### config.mk
export PLATFORM = sky130hd
export DESIGN_NAME = utf8_stream_decoder_top
export DESIGN_NICKNAME = d
export VERILOG_FILES = /design/src/sv/utf8_pkg.sv /design/src/sv/utf8_stream_decoder_top.sv
export VERILOG_INCLUDE_DIRS = /design/src /design/src/sv
export SDC_FILE = /design/constraint.sdc
export NUM_CORES = 1
export LEC_CHECK = 0
export BUFFER_PORTS_ARGS = -buffer_cell sky130_fd_sc_hd__buf_2
export CAP_MARGIN = 10
export CORE_UTILIZATION = 45
export CTS_CLUSTER_DIAMETER = 80
export CTS_CLUSTER_SIZE = 30
export DETAILED_ROUTE_END_ITERATION = 8
export PLACE_DENSITY = 0.66
export SLEW_MARGIN = 10
export SYNTH_ARGS = -nofsm -noshare
export SYNTH_HDL_FRONTEND = slang
export SYNTH_SLANG_ARGS = --single-unit
### constraint.sdc
create_clock -name clk -period 3.7 [get_ports clk]
set_clock_uncertainty 0.05 [all_clocks]
set_input_delay 0.185 -clock clk [delete_from_list [all_inputs] [get_ports clk]]
set_output_delay 0.185 -clock clk [all_outputs]
set_load 0.03 [all_outputs]
### src/sv/assert_macros.svh
// Assertion macros for the RTL decoder.
`ifndef ASSERT_MACROS_SVH
`define ASSERT_MACROS_SVH

// Concurrent check on clk, switched off while rst_n is low.
`define ASSERT_CLK(label, prop, msg) \
    label: assert property (@(posedge clk) disable iff (!rst_n) prop) else $error(msg);

// Same check, but also evaluated during reset.
`define ASSERT_ALWAYS(label, prop, msg) \
    label: assert property (@(posedge clk) prop) else $error(msg);

`endif

### src/sv/utf8_pkg.sv
// Constants and types for the UTF-8 stream decoder.
package utf8_pkg;

    localparam int CP_W  = 21;
    localparam int CNT_W = 3;

    localparam logic [CP_W-1:0] REPL_CP   = 21'h00FFFD;
    localparam logic [CP_W-1:0] MAX_CP    = 21'h10FFFF;
    localparam logic [CP_W-1:0] SURR_LO   = 21'h00D800;
    localparam logic [CP_W-1:0] SURR_HI   = 21'h00DFFF;
    localparam logic [CP_W-1:0] MIN_2BYTE = 21'h000080;
    localparam logic [CP_W-1:0] MIN_3BYTE = 21'h000800;
    localparam logic [CP_W-1:0] MIN_4BYTE = 21'h010000;

    localparam logic [1:0] NEED_NONE = 2'd0;
    localparam logic [1:0] NEED_ONE  = 2'd1;
    localparam logic [1:0] NEED_TWO  = 2'd2;
    localparam logic [1:0] NEED_THREE = 2'd3;

    localparam logic [CNT_W-1:0] RUN_MAX = 3'd4;

    // Pending output run: some replacements, then an optional decoded value.
    typedef struct packed {
        logic [CNT_W-1:0] rep_cnt;
        logic             tail_valid;
        logic [CP_W-1:0]  tail_cp;
    } run_t;

endpackage

### src/sv/utf8_stream_decoder_top.sv
// UTF-8 stream decoder: bytes in, code points (or U+FFFD) out.
//
//  channel | handshake          | payload
//  --------+--------------------+----------------------------------------
//  in      | in_valid/in_stall  | in_byte[7:0], last_byte
//  out     | out_valid/out_stall| code_point[20:0], is_replacement, run_end
//
// One byte is taken per cycle while in_stall is low; the sequence state and
// the output run register are updated in the same cycle the request is accepted.
// A byte yielding results holds the input until they leave; one yielding none
// does not. The run register hands out one result per cycle while out_stall is
// low, and the next byte is taken in the cycle its last result leaves.
// rst_n (async, active low) clears the sequence state and empties the run.
// An output stall freezes the run; input stalls only while a run remains.
module utf8_stream_decoder_top
    import utf8_pkg::*;
(
    input  logic            clk,
    input  logic            rst_n,
    input  logic            in_valid,
    output logic            in_stall,
    input  logic [7:0]      in_byte,
    input  logic            last_byte,
    output logic            out_valid,
    input  logic            out_stall,
    output logic [CP_W-1:0] code_point,
    output logic            is_replacement,
    output logic            run_end
);

`include "assert_macros.svh"

    // Sequence state
    logic [1:0]      need_reg, need_next;
    logic [1:0]      have_reg, have_next;
    logic [CP_W-1:0] partial_reg, partial_next;

    // Output run
    run_t run_reg, run_next;
    run_t run_new;

    logic in_take;
    logic out_take;

    // ------------------------------------------------------------------
    // Output side: replacements first, then the decoded value if any.
    // ------------------------------------------------------------------
    assign out_valid      = (run_reg.rep_cnt != '0) || run_reg.tail_valid;
    assign code_point     = (run_reg.rep_cnt != '0) ? REPL_CP : run_reg.tail_cp;
    assign is_replacement = (run_reg.rep_cnt != '0);
    assign run_end        = (run_reg.rep_cnt == '0) ||
                            ((run_reg.rep_cnt == 3'd1) && !run_reg.tail_valid);

    assign out_take = out_valid && !out_stall;

    // Take a new byte once the run is empty or its final result leaves now.
    assign in_stall = out_valid && !(run_end && !out_stall);
    assign in_take  = in_valid && !in_stall;

    // ------------------------------------------------------------------
    // Decode
    // ------------------------------------------------------------------
    logic            is_cont;
    logic            pending;
    logic [CP_W-1:0] acc_val;
    logic [1:0]      have_inc;
    logic            acc_ok;
    logic [1:0]      fresh_need;
    logic [CP_W-1:0] fresh_bits;

    assign is_cont  = (in_byte[7:6] == 2'b10);
    assign pending  = (need_reg != NEED_NONE);
    assign acc_val  = {partial_reg[CP_W-7:0], in_byte[5:0]};
    assign have_inc = have_reg + 2'd1;

    always_comb
    begin
        case (need_reg)
            NEED_ONE:   acc_ok = (acc_val >= MIN_2BYTE);
            NEED_TWO:   acc_ok = (acc_val >= MIN_3BYTE) &&
                                 !((acc_val >= SURR_LO) && (acc_val <= SURR_HI));
            NEED_THREE: acc_ok = (acc_val >= MIN_4BYTE) && (acc_val <= MAX_CP);
            default:    acc_ok = 1'b0;
        endcase
    end

    always_comb
    begin
        fresh_need = NEED_NONE;
        fresh_bits = '0;
        if (in_byte[7:5] == 3'b110)
        begin
            fresh_need = NEED_ONE;
            fresh_bits = {16'd0, in_byte[4:0]};
        end
        else if (in_byte[7:4] == 4'b1110)
        begin
            fresh_need = NEED_TWO;
            fresh_bits = {17'd0, in_byte[3:0]};
        end
        else if (in_byte[7:3] == 5'b11110)
        begin
            fresh_need = NEED_THREE;
            fresh_bits = {18'd0, in_byte[2:0]};
        end
    end

    always_comb
    begin
        need_next    = need_reg;
        have_next    = have_reg;
        partial_next = partial_reg;
        run_new      = '0;

        if (pending && is_cont)
        begin
            partial_next = acc_val;
            have_next    = have_inc;
            if (have_inc == need_reg)
            begin
                if (acc_ok)
                begin
                    run_new.tail_valid = 1'b1;
                    run_new.tail_cp    = acc_val;
                end
                else
                begin
                    run_new.rep_cnt = 3'd1 + {1'b0, have_inc};
                end
                need_next    = NEED_NONE;
                have_next    = '0;
                partial_next = '0;
            end
            else if (last_byte)
            begin
                run_new.rep_cnt = 3'd1 + {1'b0, have_inc};
            end
        end
        else
        begin
            // no sequence pending or a broken one: flush what is held, then decode this byte fresh
            if (pending)
            begin
                run_new.rep_cnt = 3'd1 + {1'b0, have_reg};
                need_next    = NEED_NONE;
                have_next    = '0;
                partial_next = '0;
            end
            if (!in_byte[7])
            begin
                run_new.tail_valid = 1'b1;
                run_new.tail_cp    = {13'd0, in_byte};
            end
            else if ((fresh_need == NEED_NONE) || last_byte)
            begin
                run_new.rep_cnt = run_new.rep_cnt + 3'd1;
            end
            else
            begin
                need_next    = fresh_need;
                have_next    = '0;
                partial_next = fresh_bits;
            end
        end

        // end of string always drops the sequence
        if (last_byte)
        begin
            need_next    = NEED_NONE;
            have_next    = '0;
            partial_next = '0;
        end
    end

    // ------------------------------------------------------------------
    // Run register advance
    // ------------------------------------------------------------------
    always_comb
    begin
        run_next = run_reg;
        if (in_take)
        begin
            run_next = run_new;
        end
        else if (out_take)
        begin
            if (run_reg.rep_cnt != '0)
                run_next.rep_cnt = run_reg.rep_cnt - 3'd1;
            else
                run_next.tail_valid = 1'b0;
        end
    end

    always_ff @(posedge clk or negedge rst_n)
    begin
        if (!rst_n)
        begin
            need_reg    <= NEED_NONE;
            have_reg    <= '0;
            partial_reg <= '0;
            run_reg     <= '0;
        end
        else
        begin
            if (in_take)
            begin
                need_reg    <= need_next;
                have_reg    <= have_next;
                partial_reg <= partial_next;
            end
            run_reg <= run_next;
        end
    end

    // ------------------------------------------------------------------
    // Assertions
    // ------------------------------------------------------------------
    `ASSERT_CLK(a_run_size, (({1'b0, run_reg.rep_cnt} + {3'd0, run_reg.tail_valid}) <= {1'b0, RUN_MAX}), "run longer than four results")
    `ASSERT_CLK(a_have_below_need, (need_reg != NEED_NONE) |-> (have_reg < need_reg), "continuation count reached need without completing")
    `ASSERT_CLK(a_last_clears, (in_take && last_byte) |=> (need_reg == NEED_NONE), "sequence still pending after end of string")

endmodule

==> run metrics <==
final WL=5184 um; Placed Cells=344; pre-CTS setup slack=0.9373 ns; Avg Inst Size Synth=9.828 um2; status=complete, but fails checks; Post-synth EDFFs=0; Vias=1,939; Max Slew Vio Count=0; layout cells sized above 1=24.11%; total grt overflow=0; CTS H-tree depth=2; worst reg2reg setup slack=1.26 ns; Initial DRC Count=86; Post-Synth Simple-Gate Area=17.66%; final-stage net count=300; Port Buf Inserts=37; clk sinks=44; max FFs per register=25; top cell type by total area after synthesis=dfrtp_1; synthesis warning total=0; Rows=26; CP endpoint kind=flip-flop; Die X-Extent=75.60 um; Compound-Gate Fraction of Synth Area=25.10%; Synth async-reset ratio=100.0%; Tmin final=2.443 ns; area grow syn2layout=12.94%; Synth top area share=45.17%; Die H=75.60 um; Non-Filler Instances=352; min setup slack post-route=1.257 ns; HP Class=in2async; Worst-Margin Slew=0.9472 ns; Fmax=409.3 MHz; I/O Pins=38; crit path launch=have_reg[0]; Min Hold Slack=-0.01984 ns; vias in the first global route=1,620; Reg clk slew, reported paths=0.08 ns; mux contribution to synthesized area=2.259%; total track usage=19.64%; Synth area leaders=dfrtp_1 (45%), a22o_1 (6.5%), nand2b_1 (4.4%); startpoint types=flip-flop; CTS tree=built; synthesized net count=267; antenna violations before repair=0; routed len/inst=14.73 um; R2R Path End=run_reg[6]; RSZ-0062 raised after global routing=no; Yosys reg bits=44; starting density of the core=47.12%; Post-Synth Adder-Cell Area=3.080%; period utilisation layout=66.03%; postcts setup bufs=0; DIE AREA=5715 um2; CTS root buf=clkbuf_8; endpoints failing hold=44; remaining antenna violation count=0; largest family of logic cells by synthesized area=compound AO/OA/AOI/OAI gates; # DRC=0; # diodes=0; Setup Viol. Count Final=0; commonest non-fill, non-tap cell in the layout=dfrtp_1; first-pass GRT wire length=8224 um; RR Startpoint=have_reg[0]; post-DP HPWL=3701 um; post-route setup TNS=0 ns; cell count after synthesis=248; CP Data Arrival Time=2.63 ns; Slew headroom=36.85%; RePlAce Congestion=0.8453; WP data required=3.89 ns; CP Max Fanout=15; pin count of the biggest net entering global routing=45; commonest non-fill, non-tap cells in the layout=dfrtp_1 (44), buf_2 (37), o21ai_0 (19); critical setup path kind=reg2reg; hold buffers post-CTS=0; Register-to-Register Path Depth=7; XOR/XNOR Fraction of Synth Area=1.437%; distinct cell type count after synthesis=54; first-pass detailed-route iteration total=4; Cell Pwr Density=693.5 nW/um2; Synth Flop Type=dfrtp_1; register area share after synthesis=45.17%; max-cap violation count=0; total CTS buffers=5; post-CTS sizing=0; Clock Path Buffers=2; Max VDD drop=0.3167 mV; Vias/cell=5.509; post-synthesis cell area=2437 um2; clock latency on the worst-skew pair=0.29 ns; Setup crit end=run_reg[6]; leakage power=1.308 nW; failing checks=negative hold slack; Core Region=5172 um2
[worst min-delay path by stage]
stage,start,end,slack [ns],cells past startpoint
3_3_place_gp,rst_n,run_reg[15],0.35,1
3_5_place_dp,rst_n,run_reg[16],0.34,1
2_1_floorplan,rst_n,have_reg[0],-0.16,0
6_report,rst_n,run_reg[15],-0.02,1
4_1_cts,rst_n,run_reg[15],0.007,1
5_1_grt,rst_n,run_reg[18],0.06,1
[per-stage QoR]
stage	utilization (%)	hold WS [ns]	power [mW]	instance area [um2]
final	53.22	-0.01984	1.909	2753
after CTS	53.12	0.006953	1.936	2748
after floorplan	-	-0.1606	1.373	2437
after global routing	53.22	0.05603	2.075	2753
after global placement	51.43	0.3454	1.622	2660
after detailed placement	51.43	0.3441	1.631	2660
[synthesized netlist by cell type (2+ instances only)]
library cell  instances
nand2_1              17
or4_1                 2
mux2_2                4
nor2b_1               3
xor2_1                3
nor2_1               14
o32ai_1               2
inv_1                15
buf_2                 7
a311oi_1              3
a22o_1               18
nor3b_1               2
a211oi_1              2
dfrtp_1              44
a21o_1                2
a22oi_1               3
and2_1                6
a21oi_1              12
nor3_1                4
a22o_2                6
nand2b_1             17
and3_1                2
o211ai_1              2
clkbuf_1              5
ha_1                  6
o21ai_0              19
[power breakdown]
group	internal, mW	switching (mW)
registers	0.570	0.0991
logic	0.323	0.620
clock network	0.132	0.166
[layout make-up]
class | instances | area [um2]
fillers | 466 | 2420
multi-input cells | 175 | 1212
flip-flops and latches | 44 | 1101
repair buffers | 40 | 207.7
well taps | 70 | 87.58
clock buffers | 5 | 68.82
inverters | 15 | 56.30
clock inverters | 3 | 18.77
[logic make-up (layout without fill, tap and decap cells)]
family / after synthesis / in the layout
muxes: 5 / 5
xor gates and xnor gates: 4 / 4
AOI/OAI and AO/OA: 82 / 82
DFF: 44 / 44
buffers and inverters: 29 / 63
adders and majority gates: 6 / 6
and+or+nand+nor: 78 / 78
[worst max-delay path, stage by stage (launching register included)]
cell      delay [ns]
dfrtp_1         0.51
inv_1           0.11
ha_1            0.40
nor4bb_1        0.31
a31oi_1         0.09
o21a_4          0.16
nor3_4          0.52
a221o_1         0.23
[per-layer routing]
metal  routed length [um]  global-route usage (%)
met1                 2576                   28.91
met2                 2478                   30.26
met3                  129                   3.968
met4                    0                   3.704
met5                    0                       0
(Power assumes the default switching activity.)
